[config.mk]
export PLATFORM = sky130hd
export DESIGN_NAME = npcs_ram
export DESIGN_NICKNAME = d
export VERILOG_FILES = /design/src/rtl/npcs_ram.sv
export SDC_FILE = /design/constraint.sdc
export NUM_CORES = 1
export LEC_CHECK = 0
export BUFFER_PORTS_ARGS = -buffer_cell sky130_fd_sc_hd__buf_2
export CORE_MARGIN = 2
export CORE_UTILIZATION = 57
export CTS_BUF_LIST = sky130_fd_sc_hd__clkbuf_2
export CTS_CLUSTER_DIAMETER = 40
export DETAILED_ROUTE_END_ITERATION = 7
export MAX_ROUTING_LAYER = met4
export PLACE_DENSITY = 0.92
export SYNTH_ARGS = -nofsm -noshare
export SYNTH_HDL_FRONTEND = slang
export SYNTH_SLANG_ARGS = --single-unit
[constraint.sdc]
create_clock -name i_clk -period 1.5 [get_ports i_clk]
set_input_delay 0.3 -clock i_clk [delete_from_list [all_inputs] [get_ports i_clk]]
set_output_delay 0.3 -clock i_clk [all_outputs]
set_load 0.05 [all_outputs]
[src/rtl/npcs_ram.sv]
// ----------------------------------------------------------------------------
// npcs_ram: generic single-write, single-read RAM
// One write port and one read port with registered read data.
// ----------------------------------------------------------------------------
module npcs_ram #(
    parameter int WIDTH = 8,
    parameter int DEPTH = 2
) (
    input  logic                                       i_clk,
    input  logic                                       i_we,
    input  logic [((DEPTH > 1) ? $clog2(DEPTH) : 1)-1:0] i_waddr,
    input  logic [WIDTH-1:0]                           i_wdata,
    input  logic                                       i_re,
    input  logic [((DEPTH > 1) ? $clog2(DEPTH) : 1)-1:0] i_raddr,
    output logic [WIDTH-1:0]                           o_rdata
);

    logic [WIDTH-1:0] r_mem [DEPTH];
    logic [WIDTH-1:0] r_rdata;

    always_ff @(posedge i_clk) begin
        if (i_we) begin
            r_mem[i_waddr] <= i_wdata;
        end
        if (i_re) begin
            r_rdata <= r_mem[i_raddr];
        end
    end

    assign o_rdata = r_rdata;

endmodule

Yosys cells after proc, flatten, opt, wreduce, memory -nomap -nowiden
Memories as Yosys holds them, arrays and structs flattened. A register that Yosys moved wholly into a read port is not among the register bits.
Cells that the tools add are included.
Cells by class
  multiplexer cells: 2
Operators by type and width (count)
  two-way mux 1 bit: 2
Storage, ports and cells
  register bits: 0
  output and inout port bits: 8
  word-level logic and storage cells: 3
  memories: 1
  RAM bits: 16
Memory list
  r_mem: depth 2, bits a word 8, rd ports 1, clocked after Yosys merged registers in 1, write ports 1, line 18  | logic [WIDTH-1:0] r_mem [DEPTH];

Longest topological paths before layout
Gate-level depths: netlist (run 1).
  word-level depth: 2
  mapped depth: 2
  mapped depth without buffers: 1

Worst setup path after synthesis (run 1)
No wires, ideal clock.
  path kind: in2reg
  start point: in i_we
  end point: mem r_mem[0][0], enable pin
  required time: 1.127 ns
  stages: 1
  setup slack: 0.407 ns
  arrival time: 0.720 ns
  buffers on the path: 0
  path through: nor2b_1
Between the ends
  word-level cells in the longest chain between the ends: 2
Ends and longest elaborated chain
  start, declared: line 10  | input logic i_we,
  two-way mux 1 bit: line 22  | if (i_we) begin
  two-way mux 1 bit (not written as such): line 23  | r_mem[i_waddr] <= i_wdata;
  end, declared: line 18
Every way passes these cells.

Final worst setup path (run 1)
  start point: reg r_rdata[1], in the netlist o_rdata[1] (read register of r_mem)
  end point: out o_rdata[1]
RTL lines
  start, declared: line 19  | logic [WIDTH-1:0] r_rdata;
  end, declared: line 15  | output logic [WIDTH-1:0] o_rdata
No word-level cell between the ends.

==> flow_metrics.py, run 1 <==
metrics = {
    "clock_network": {
        "worst_skew_pair.late_latency_ns": 0.32,
        "cts_made_buffers": 3,
        "cts_setup_buffers": 0,
        "htree_num_levels": 1,
        "clockRootBuffer": "clkbuf_2",
        "cts_num_sinks": 24,
        "cts.path.max_buffers": 2,
        "cts_hold_buf": 0,
        "tritoncts": "done",
        "clk_pin_slew_ns": 0.21,
        "ctsResizeCount": 0,
    },
    "floorplan": {
        "io_pins": 21,
        "die_h_um": 42.9,
        "rows": 14,
        "die-area_um2": 1840,
        "coreArea_um2": 1470,
        "fp.dieW_um": 42.9,
        "initial_core_util_pct": 58.8,
    },
    "final_layout": {
        "fin_cells": 75,
        "area_delta_synth_final_pct": 18.7,
        "final_util_pct": 69.7,
        "drive_gt1_share_pct": 55.9,
        "final_nets": 73,
        "diodes": 0,
    },
    "yosys": {
        "syn_nets": 48,
        "avgSynthCellArea_um2": 24.7,
        "synthTopCellsByArea": "edfxtp_1, mux2_4, buf_6, and2_1, nor2b_1",
        "synth.top_cells.by_count": "edfxtp_1, mux2_4, and2_1, buf_6, nor2b_1",
        "async_flop_share_pct": 0,
        "synth_top_area_share_pct": 83.4,
        "synth.most_common_cell": "edfxtp_1",
        "synth_warnings": 0,
        "synth.yosys.seq_area_share_pct": 83.4,
        "synth_flop_cell": "edfxtp_1",
        "ys_types": 5,
        "synth-seq-cells": 24,
        "syn_inst": 35,
        "synth_top_area_cell": "edfxtp_1",
        "synth_edf_count": 24,
        "synth_area_um2": 865,
    },
    "grt": {
        "grt_pass1_vias": 383,
        "grt_use_total_pct": 13.0,
        "grt-ovfl-total": 0,
        "grt_antenna_before_repair": 0,
        "grt_max_degree": 15,
        "grt_pass1_wl_mm": 1.66,
    },
    "setup_path": {
        "cp_data_arrival_time_ns": 0.95,
        "critPathKind": "reg -> out",
        "cp.buffers_inverters": 1,
        "ff2ff_path_depth": 1,
        "crit_slowest_cell": "edfxtp_1",
        "cp-start-kind": "register",
        "timing.rr.start": "r_mem[0][2]",
        "rr_endpoint": "o_rdata[2]",
        "cp_slowest_stage_delay_ns": 0.41,
        "worstPathRequired_ns": 1.20,
        "reg2reg_slack_ns": 0.58,
        "path_delay_family": "flip-flops",
        "path_max_fanout": 1,
        "cp_cell_sequence": "buf_2",
        "cp-end-kind": "output pin",
    },
    "place": {
        "numPortBuffers": 20,
        "gp_congestion": 0.601,
        "placedCellCount": 71,
    },
    "timing": {
        "hold_ws_ns": 0.151,
        "finalHoldViolCount": 0,
        "rsz0062_at_grt": "false",
        "slew_violations": 0,
        "worstMarginPinSlew_ns": 0.354,
        "relSlewSlack_pct": 76.4,
        "finalCritPeriodShare_pct": 83.2,
        "setup_viol": 0,
        "layout_min_cycle_time_ns": 1.25,
        "clock.fmax_ghz": 0.801,
        "fin_skew_ns": 0.00711,
        "fin_setup_tns_ns": 0,
    },
    "drt": {
        "viasPerCell": 5.00,
        "drtIter0Drc": 1,
        "dr.pass1.iters": 2,
        "final_antenna_net_count": 0,
        "drc": 0,
        "wl_mm": 1.02,
        "wl_per_cell_um": 13.5,
        "vias": 375,
    },
    "run": {
        "cap_violations": 0,
    },
    "min_path": {
        "min_to": "r_mem[1][1]",
        "min_path_type": "in -> reg",
        "min_path_cells": 1,
        "min_from": "i_wdata[1]",
    },
    "status": {
        "status": "finished clean",
    },
    "pwr": {
        "leakage_nw": 0.409,
        "irDropWorstVdd_mv": 1.07,
        "power.total_mw": 1.35,
        "p_per_area_nw_per_um2": 1320,
    },
}
-- cell usage in the layout (no fill, tap or decap) --
cell type / count
and2_1: 1
edfxtp_1: 24
buf_4: 1
bufinv_16: 1
clkbuf_2: 3
nor2b_1: 1
mux2_4: 8
buf_2: 20
-- power by group --
group	switching, mW	internal [mW]
logic	0.0887	0.0529
registers	0.0121	0.791
clock network	0.176	0.230
-- area by class of cell --
| type | instances | area, µm² |
|---|---|---|
| Clock buffer | 3 | 15.0 |
| Clock inverter | 1 | 30.0 |
| Fill cell | 97 | 445 |
| Multi-Input combinational cell | 10 | 133 |
| Sequential cell | 24 | 721 |
| Tap cell | 16 | 20.0 |
| Timing Repair Buffer | 21 | 108 |
-- how the worst max path moves through the flow --
stage	start	to	slack, ns	cells after the start
detailed placement	i_raddr	o_rdata[0]	0.37	2
floorplan	i_we	r_mem[0][0]	0.41	1
finish	o_rdata[1]	o_rdata[1]	0.25	1
global route	o_rdata[0]	o_rdata[0]	0.18	1
CTS	o_rdata[0]	o_rdata[0]	0.24	1
global placement	i_raddr	o_rdata[0]	0.39	2
-- stage by stage --
stage                     area (µm²)  setup WS, ns
after detailed placement         981         0.370
after global routing            1030         0.177
after CTS                       1030         0.236
after global placement           981         0.393
final                           1030         0.252
after floorplan                  865         0.407
-- cells by family (layout without fill, tap and decap cells) --
kind of cell / count (synthesis) / count (layout) / share of synthesized area [%]
mux: 8 / 8 / 13.9
flops: 24 / 24 / 83.4
buf+inv: 1 / 25 / 1.30
simple gates: 2 / 2 / 1.45
-- metal layers --
| metal | vias up | track usage [%] | share of wire [%] |
|---|---|---|---|
| li1 | 186 | - | - |
| met5 | - | - | 0 |
| met3 | 0 | 2.98 | 7.9 |
| met4 | 0 | 5.45 | 0 |
| met1 | 172 | 15.3 | 41 |
| met2 | 17 | 21.5 | 51 |
-- registers in the layout (all words and copies together) (netlist names) --
register and count:
o_rdata 8, r_mem 16
No activity file was read; power rests on OpenSTA's default activity.
==> run 2: changes to the inputs <==
- CORE_UTILIZATION: 57 -> 53
- PLACE_DENSITY: 0.92 -> 0.87
- clock period: 1.5 -> 1.3 ns (I/O delays scaled with it)
==> run 2 against run 1 <==
- critical endpoint is now o_rdata[4]
- utilization down 4.1 points
- flip-flop and latch count unchanged
- final area down 2.6%
- highest routed layer is now met4
- combinational power up 14%
- non-clock buffer count did not move
- critical path type unchanged
- sequential share of layout area up 1.8 points
- hold slack worse by 0.032 ns
- via count is 2.1% lower
- clock power is 34% lower
==> flow_metrics.py, run 2 (same netlist as run 1, synthesis figures left out) <==
metrics = {
    "clock_network": {
        "tritoncts": "done",
        "worst_skew_pair.late_latency_ns": 0.31,
        "cts_made_buffers": 3,
        "cts.path.max_buffers": 2,
        "clockRootBuffer": "clkbuf_2",
        "cts_setup_buffers": 0,
        "ctsResizeCount": 0,
        "htree_num_levels": 1,
        "cts_hold_buf": 0,
        "cts_num_sinks": 24,
        "clk_pin_slew_ns": 0.20,
    },
    "grt": {
        "grt-ovfl-total": 0,
        "gr-usage-met1_pct": 12.0,
        "grt_max_degree": 14,
        "grt_antenna_before_repair": 0,
        "grt_pass1_wl_mm": 1.41,
        "met3_usage_pct": 2.86,
        "grt_pass1_vias": 343,
        "grt_use_total_pct": 10.7,
        "busiest_layer": "met2",
        "grt_util_met2_pct": 17.6,
    },
    "drt": {
        "drtIter0Drc": 6,
        "wl_per_cell_um": 12.9,
        "wl_um": 969,
        "viasPerCell": 4.89,
        "dr.pass1.iters": 2,
        "final_antenna_net_count": 0,
        "vias": 367,
        "drc": 0,
    },
    "timing": {
        "slew_violations": 0,
        "clock.fmax_ghz": 0.840,
        "layout_min_cycle_time_ns": 1.19,
        "fin_setup_tns_ns": 0,
        "worstMarginPinSlew_ns": 0.347,
        "rsz0062_at_grt": "false",
        "relSlewSlack_pct": 76.8,
        "fin_skew_ns": 0.00185,
        "finalCritPeriodShare_pct": 91.5,
        "setup_viol": 0,
        "hold_ws_ns": 0.118,
        "finalHoldViolCount": 0,
    },
    "pwr": {
        "power.total_mw": 1.35,
        "p_per_area_nw_per_um2": 1350,
        "leakage_nw": 0.397,
        "irDropWorstVdd_mv": 0.782,
    },
    "setup_path": {
        "crit_slowest_cell": "edfxtp_1",
        "path_max_fanout": 1,
        "cp_cell_sequence": "buf_2",
        "worstPathRequired_ns": 1.04,
        "cp_data_arrival_time_ns": 0.93,
        "cp-start-kind": "register",
        "cp-end-kind": "output pin",
        "cp_slowest_stage_delay_ns": 0.37,
        "cp.buffers_inverters": 1,
        "critPathKind": "reg -> out",
        "path_delay_family": "flip-flops",
    },
    "floorplan": {
        "initial_core_util_pct": 56.7,
        "io_pins": 21,
        "die_h_um": 44.4,
        "coreArea_um2": 1520,
        "fp.dieW_um": 44.4,
        "rows": 14,
        "die-area_um2": 1970,
    },
    "final_layout": {
        "regMostFlops": "r_mem",
        "final_nets": 73,
        "diodes": 0,
        "area_delta_synth_final_pct": 15.6,
        "final_common_cell": "edfxtp_1",
        "fillers": 115,
        "drive_gt1_share_pct": 54.2,
        "largest_reg_flops": 16,
        "final_cell_mix": "edfxtp_1, buf_2, mux2_4",
    },
    "place": {
        "gp_congestion": 0.588,
        "numPortBuffers": 20,
    },
    "min_path": {
        "min_path_type": "in -> reg",
    },
    "status": {
        "status": "finished clean",
    },
    "run": {
        "cap_violations": 0,
    },
}
## run 2: cell count changes in the layout (fill, tap and decap cells not counted)
cell,before,now
bufinv_16,1,0
clkinv_1,0,1
## run 2: per-stage QoR
stage               setup WS (ns)  area [µm²]  util, %  cells
floorplan                   0.247         865        -     35
global placement            0.235         981     64.4     71
detailed placement          0.211         981     64.4     71
CTS                        0.0907        1000     65.6     75
global route               0.0441        1000     65.6     75
finish                      0.110        1000     65.6     75
## run 2: layout make-up
cell class | instances | area (µm²) | area share (%)
clock buffers | 3 | 15.0 | 1.50
clock inverters | 1 | 3.75 | 0.375
multi-input cells | 10 | 133 | 13.3
flip-flops and latches | 24 | 721 | 72.1
well taps | 16 | 20.0 | 2.00
repair buffers | 21 | 108 | 10.8
## run 2: worst paths after layout
path | start | end | slack [ns] | cells past startpoint
setup / recovery | o_rdata[4] | o_rdata[4] | 0.11 | 1
hold / removal | i_wdata[5] | r_mem[0][5] | 0.12 | 1
setup reg to reg | r_mem[0][5] | o_rdata[5] | 0.40 | 1
hold reg to reg | r_mem[1][1] | o_rdata[1] | 0.58 | 1
## run 2: power by group
| group | switching, mW | leakage, nW | internal, mW |
|---|---|---|---|
| combinational | 0.101 | 0.154 | 0.0610 |
| clock | 0.200 | 0.0140 | 0.0669 |
| sequential | 0.0124 | 0.228 | 0.913 |
## run 2: routing by layer
layer	up-vias	part of all wire, %	wire length, µm
li1	185	-	-
met1	160	44	426
met2	20	47	458
met3	2	8.2	79
met4	0	0.52	5
met5	-	0	0
