$ cat config.mk
export PLATFORM = sky130hd
export DESIGN_NAME = npcs_div
export DESIGN_NICKNAME = d
export VERILOG_FILES = /design/src/rtl/npcs_pkg.sv /design/src/rtl/npcs_div.sv
export SDC_FILE = /design/constraint.sdc
export NUM_CORES = 1
export LEC_CHECK = 0
export BUFFER_PORTS_ARGS = -buffer_cell sky130_fd_sc_hd__buf_2
export CAP_MARGIN = 25
export CELL_PAD_IN_SITES_DETAIL_PLACEMENT = 0
export CELL_PAD_IN_SITES_GLOBAL_PLACEMENT = 1
export CORE_MARGIN = 2
export CORE_UTILIZATION = 48
export CTS_CLUSTER_SIZE = 28
export DETAILED_ROUTE_END_ITERATION = 16
export GPL_TIMING_DRIVEN = 0
export MAX_ROUTING_LAYER = met4
export PLACE_DENSITY_LB_ADDON = 0.2
export SYNTH_ARGS = -nofsm -noshare
export SYNTH_HDL_FRONTEND = slang
export SYNTH_SLANG_ARGS = --single-unit
$ cat constraint.sdc
create_clock -name i_clk -period 6 [get_ports i_clk]
set_input_delay 0.3 -clock i_clk [delete_from_list [all_inputs] [get_ports i_clk]]
set_output_delay 0.3 -clock i_clk [all_outputs]
set_load 0.05 [all_outputs]
$ cat src/rtl/npcs_pkg.sv
// ----------------------------------------------------------------------------
// npcs_pkg: shared types and constants of the nucleotide position count scorer
// Sizes of the count table, fixed-point constants, command codes, the base
// decoder and the request/response structs of the serial divider.
// ----------------------------------------------------------------------------
package npcs_pkg;

    localparam int MAX_WIDTH = 32;
    localparam int COL_W     = (MAX_WIDTH > 1) ? $clog2(MAX_WIDTH) : 1;
    localparam int EW_W      = $clog2(MAX_WIDTH + 1);
    localparam int CFG_W     = 6;
    localparam int WCMP_W    = (EW_W > CFG_W) ? EW_W : CFG_W;
    localparam int CNT_W     = 32;
    localparam int SUM_W     = CNT_W + 2;
    localparam int ROW_W     = 4 * CNT_W;
    localparam int OBS_W     = 16;
    localparam int PROB_W    = 32;
    localparam int DIV_STEPS = 32;
    localparam int STEP_W    = $clog2(DIV_STEPS);

    localparam logic [CNT_W-1:0]  Q_ONE_COUNT = 32'h0000_0100;
    localparam logic [PROB_W-1:0] Q_ONE_PROB  = 32'h8000_0000;
    localparam logic [OBS_W-1:0]  OBS_MAX     = 16'hFFFF;

    typedef enum logic [1:0] {
        CMD_LOAD   = 2'd0,
        CMD_ADD    = 2'd1,
        CMD_REMOVE = 2'd2,
        CMD_SCORE  = 2'd3
    } t_cmd;

    typedef struct packed {
        logic       hit;
        logic [1:0] cls;
    } t_base_class;

    typedef struct packed {
        logic                 start;
        logic [SUM_W-1:0]     rem_init;
        logic [DIV_STEPS-1:0] shift_init;
        logic [SUM_W-1:0]     divisor;
    } t_div_req;

    typedef struct packed {
        logic                 done;
        logic [DIV_STEPS-1:0] quot;
    } t_div_rsp;

    function automatic t_base_class base_class(input logic [7:0] ch);
        t_base_class bc;
        bc.hit = 1'b1;
        case (ch)
            8'h41, 8'h61: bc.cls = 2'd0;  // A a
            8'h43, 8'h63: bc.cls = 2'd1;  // C c
            8'h47, 8'h67: bc.cls = 2'd2;  // G g
            8'h54, 8'h74: bc.cls = 2'd3;  // T t
            default: begin
                bc.hit = 1'b0;
                bc.cls = 2'd0;
            end
        endcase
        return bc;
    endfunction

endpackage

$ cat src/rtl/npcs_div.sv
// ----------------------------------------------------------------------------
// npcs_div: bit-serial restoring divider
// Shifts one dividend bit into the partial remainder per cycle and builds
// the quotient one bit per cycle over a fixed number of steps.
// ----------------------------------------------------------------------------
module npcs_div (
    input  logic              i_clk,
    input  logic              i_rst_n,
    input  npcs_pkg::t_div_req i_req,
    output npcs_pkg::t_div_rsp o_rsp
);

    logic [npcs_pkg::SUM_W-1:0]     r_rem;
    logic [npcs_pkg::DIV_STEPS-1:0] r_shift;
    logic [npcs_pkg::DIV_STEPS-1:0] r_quot;
    logic [npcs_pkg::SUM_W-1:0]     r_divisor;
    logic [npcs_pkg::STEP_W-1:0]    r_step;
    logic                           r_busy;
    logic                           r_done;

    logic [npcs_pkg::SUM_W:0]   trial;
    logic [npcs_pkg::SUM_W+1:0] diff;
    logic                       fits;

    always_comb begin
        trial = {r_rem, r_shift[npcs_pkg::DIV_STEPS-1]};
        diff  = {1'b0, trial} - {2'b00, r_divisor};
        fits  = ~diff[npcs_pkg::SUM_W+1];
    end

    always_ff @(posedge i_clk) begin
        if (!i_rst_n) begin
            r_busy <= 1'b0;
            r_done <= 1'b0;
            r_step <= '0;
        end else begin
            r_done <= 1'b0;
            if (i_req.start) begin
                r_busy    <= 1'b1;
                r_step    <= '0;
                r_rem     <= i_req.rem_init;
                r_shift   <= i_req.shift_init;
                r_divisor <= i_req.divisor;
                r_quot    <= '0;
            end else if (r_busy) begin
                // the partial remainder stays below the divisor, so it fits
                r_rem   <= fits ? diff[npcs_pkg::SUM_W-1:0] : trial[npcs_pkg::SUM_W-1:0];
                r_shift <= {r_shift[npcs_pkg::DIV_STEPS-2:0], 1'b0};
                r_quot  <= {r_quot[npcs_pkg::DIV_STEPS-2:0], fits};
                r_step  <= r_step + 1'b1;
                if (r_step == npcs_pkg::STEP_W'(npcs_pkg::DIV_STEPS - 1)) begin
                    r_busy <= 1'b0;
                    r_done <= 1'b1;
                end
            end
        end
    end

    assign o_rsp.done = r_done;
    assign o_rsp.quot = r_quot;

endmodule

# Word level (Yosys, flattened, before mapping)
# Cells that the tools add are included.
# word_totals
reg_bits,139
in_bits,103
out_inout_bits,33
elab_cells,28
# classes
n_addsub,2
eq_ne,1
n_mux,10
bitwise,3
n_reduce_logical,5
# op_table
cell,n
two-way mux 34 bit,3
two-way mux 32 bit,3
subtractor 35 x 34 -> 36 bit,1
"adder 5 x 1 -> 5 bit, second input constant",1
"== test 5 bit, second input constant",1
two-way mux 1 bit,4
AND reduction 2 bit,2
inverter 1 bit,3
OR reduction 3 bit,1
nonzero test 2 bit,1
OR reduction 2 bit,1

# Depth between registers and ports, before layout
# depth
ltp_word,4
ltp_mapped,13
depth_no_buf,13

# Least setup slack after synthesis
# Ideal clock, no wire load.
# synth_timing
path_kind,flip-flop to flip-flop
start,reg r_busy
end,reg r_quot[0] (netlist bit) (enable)
setup_time_ps,465
arrival_time_ps,2840
t_required_ps,5535
path_slack_ps,2695
stages_incl_launch_ff,3
synth_period_minus_slack_ps,3305
path_cell_list,dfxtp_1 > clkbuf_1 > o21a_1
# synth_between
elab_chain_len,2
# synth_rtl
element,line,source
start: declaration,npcs_div.sv:18,logic r_busy;
start signal: assignment,npcs_div.sv:33,r_busy <= 1'b0;
start signal: assignment,npcs_div.sv:39,r_busy <= 1'b1;
start signal: assignment,npcs_div.sv:52,r_busy <= 1'b0;
nonzero test 2 bit (no source line),--,
AND reduction 2 bit (no source line),--,
end signal: assignment,npcs_div.sv:49,"r_quot <= {r_quot[npcs_pkg::DIV_STEPS-2:0], fits};"
end: declaration,npcs_div.sv:15,logic [npcs_pkg::DIV_STEPS-1:0] r_quot;
# No other way between the ends.
# A chain may end at the register's enable or synchronous reset.

# Worst setup path after layout
# layout_timing
start,reg r_shift[31] (netlist bit)
end,"reg r_rem[32] (netlist bit), data pin"
# layout_between
elab_chain_len,4
# layout_rtl
element,line,source
start: declaration,npcs_div.sv:14,logic [npcs_pkg::DIV_STEPS-1:0] r_shift;
start signal: assignment,npcs_div.sv:42,r_shift <= i_req.shift_init;
start signal: assignment,npcs_div.sv:48,"r_shift <= {r_shift[npcs_pkg::DIV_STEPS-2:0], 1'b0};"
subtractor 35 x 34 -> 36 bit,npcs_div.sv:27,"diff = {1'b0, trial} - {2'b00, r_divisor};"
two-way mux 34 bit,npcs_div.sv:47,r_rem <= fits ? diff[npcs_pkg::SUM_W-1:0] : trial[npcs_pkg::SUM_W-1:0];
two-way mux 34 bit,npcs_div.sv:45,end else if (r_busy) begin
two-way mux 34 bit,npcs_div.sv:38,if (i_req.start) begin
end signal: assignment,npcs_div.sv:41,r_rem <= i_req.rem_init;
end signal: assignment,npcs_div.sv:47,
end: declaration,npcs_div.sv:13,logic [npcs_pkg::SUM_W-1:0] r_rem;
# No other way between the ends. The select of a mux whose other input is x is not followed.

==> metrics.md <==
| Metric | Value |
|---|---|
| Top post-synthesis cells by area | edfxtp_1 (53%), ha_1 (6.0%), mux2_2 (4.8%), mux2i_1 (4.4%), nor2b_1 (2.8%) |
| Top Family by Delay on Critical Path | compound AO/OA/AOI/OAI gates |
| Max clock buf depth | 2 |
| Post-synth net total | around 770 |
| Synth Area per Inst | approximately 12 sq um |
| Worst-path cell with the longest stage delay | fa_1 |
| DIE WIDTH | 129 um |
| Register area | approximately 4100 sq um |
| Fin nets | approximately 930 |
| RSZ-0062 raised after global routing | false |
| Critical hold path startpoint | i_req[28] |
| Internal power | around 2 mW |
| Die Height | between 100 and 150 um |
| Slew @ Worst Pin | around 910 ps |
| Layout cell share with drive strength beyond 1 | 27.1% |
| Via count | between 5000 and 6000 |
| Setup ws final | 2700 ps |
| CP Buf/Inv Count | 2 |
| Synth top cells by count | edfxtp_1 (132), nand2_1 (46), inv_1 (44), ha_1 (36), a21oi_1 (34) |
| R2R depth | 13 |
| Vias in the first global route | 5434 |
| Pwr/cell area | 315 nW/um^2 |
| DRT Pass-1 Iters | 5 |
| Sink Count | 139 |
| Initial antenna violation count | 2 |
| Hold path cells | 1 |
| Clock skew after layout | 11.2 ps |
| Seq pwr share | a little over two fifths |
| Largest net degree at the start of global routing | 57 |
| Type of origin of the critical path | flip-flop |
| Rows | 45 |
| Max Cap Viol | 0 |
| Total CTS buffers | 17 |
| Fill cell count | 1274 |
| Routability Congestion | roughly 0.91 |
| Yosys top cell area share | 52.9% |
| Max Freq | 303 MHz |
| Global-route wire length before repair | between 20 and 30 mm |
| Layout area overhead | 20.2% |
| # setup viols final | 0 |
| Initial core utilization | 49.3% |
| Synth Instances | 632 |
| Dpl ws | 2680 ps |
| Port bufs | 135 |
| Critical Path Source | r_shift[31] |
| Status | finished, final reports clean |
| Placed Instance Area | ~8400 sq um |
| Hpwl dp | 12.2 mm |
| Required @ worst endpoint | around 6000 ps |
| # H-tree levels | 4 |
| Fin Setup TNS | 0 ps |
| # Post-CTS Setup Buffers | 0 |
| Slew headroom | around 40% |
| I/O pin total | 136 |
| Min Tclk post-route | 3300 ps |
| Post-cts resize count | 0 |
| Yosys warns | 0 |
| Most numerous cell in the Yosys netlist | edfxtp_1 |
| Post-synth ARST share | 0% |
| DR iter-0 viols | 328 |
| Static Leakage | 3.81 nW |
| CTS tree | built |
| Prevailing post-synth register cell | edfxtp_1 |
| Clock edge transition at the registers on the reported setup and hold paths | 70 ps |
| Crit path depth | 13 |
| Net Sw Frac | 29.6% |
| Final Slew Violations | 0 |
| Area of the multi-input gates | 3100 sq um |
| Comb power frac | 22.6% |
| Dpl cells | 956 |
| Worst r2r src | r_shift[31] |
| Vias per cell | 5.37 |
| CP endpoint kind | flip-flop |
| Switching power | 841 uW |
| Remaining global-route overflow | 0 |
| Flop2flop setup slack | 2700 ps |
| Design area | 9000 sq um |
| Most frequent CP cell | inv_1 |
| Area of the die | roughly 17000 sq um |
| Routed len/inst | 17.0 um |
| Core Box Area | 15200 sq um |
| Critical Path AT | between 3000 and 4000 ps |
| Post-synthesis sequential area ratio | 54.8% |
| Post-CTS Hold Buffers | 0 |
| Clock Power Share | 35.7% |
| Final cell count without fillers | 990 |
| Hold crit path type | input pin to flip-flop |
| Period utilization | 54.9% |
| GRT Resource Usage Total | 21.8% |
| Number of enable flip-flop cells after synthesis | 132 |
| Detailed Route WL | 16.8 mm |
| Critical path's largest stage delay | 420 ps |
| Final Hold Viols | 0 |
| Netlist cell types | 58 |
| Antenna-violating nets left | 0 |
| Area leader, netlist | edfxtp_1 |
| Design Power | 2.84 mW |
| Root buffer cell | clkbuf_16 |
| Residual DRC | 0 |
| WS Path Type | flip-flop to flip-flop |
| Clock Latency Late Sink | approximately 420 ps |
| FF+latch count, synth | 139 |
| Crit Path Max Fanout | 3 |
| IR drop worst, VDD | 0.202 mV |
| Cells along the critical path | inv_1 > ha_1 > inv_1 > fa_1 > a211oi_1 > o21ai_2 > o221ai_1 > or4b_1 > nand4b_1 > a31oi_1 > o21ai_0 > xnor2_1 > a22oi_1 |
| Post-Synthesis Cell Area | 7490 sq um |
## routing by layer
layer	vias up	track usage, %	share of wire [%]
met4	0	5.95	0.91
met1	2530	27.4	46
met5	-	-	0
met3	12	6.94	6.2
li1	2627	-	-
met2	146	34.3	47
## power groups by stage
stage                     Sequential [mW]  Combinational [mW]  Clock [mW]
after floorplan                      1.24               0.439           0
after global placement               1.21               0.625           0
after detailed placement             1.20               0.641           0
after CTS                            1.18               0.644        1.04
after global routing                 1.19               0.708        1.08
final                                1.18               0.642        1.01
## logic make-up after synthesis
logic type / synth area share, %
muxes: 9.22
adders and majority gates: 6.28
buffers and inverters: 4.06
DFF: 54.8
and+or+nand+nor: 9.88
xor gates and xnor gates: 3.86
AOI/OAI and AO/OA: 12.0
## cell type report
cell class | count | area share, %
clock inverters | 15 | 1.56
well taps | 188 | 2.61
repair buffers | 136 | 7.73
diodes | 2 | 0.0556
flip-flops and latches | 139 | 45.6
plain buffers | 29 | 1.54
multi-input cells | 420 | 34.4
clock buffers | 17 | 4.72
inverters | 44 | 1.83
## path summary, 6_finish.rpt
kind,endpoint
hold / removal,r_divisor[28]
setup reg to reg,r_rem[32]
hold reg to reg,r_step[4]
setup / recovery,r_rem[32]
## sequential cells by signal (all words and copies together) (netlist names)
register	cells
r_shift	32
r_divisor	34
r_busy	1
r_step	5
r_quot	32
r_done	1
r_rem	34
## through the flow
step / util [%] / hold WS [ps]
2_1_floorplan: - / 399
3_3_place_gp: 55.3 / 476
3_5_place_dp: 55.5 / 478
4_1_cts: 59.2 / 36.6
5_1_grt: 59.2 / 28.9
6_report: 59.2 / 50.6
## cells in the final DEF (no fill, tap or decap), types with 9 or more instances in the layout
master	n
o21ai_1	24
a21o_1	17
nand2_1	46
xor2_1	12
nor2b_1	33
edfxtp_1	132
mux2i_1	33
nand3_1	9
ha_1	36
clkbuf_16	17
mux2_2	32
clkbuf_1	21
a21oi_1	34
inv_1	44
nor2_1	27
xnor2_1	21
o21ai_0	18
and2_1	9
buf_2	136
(Power assumes the default switching activity.)
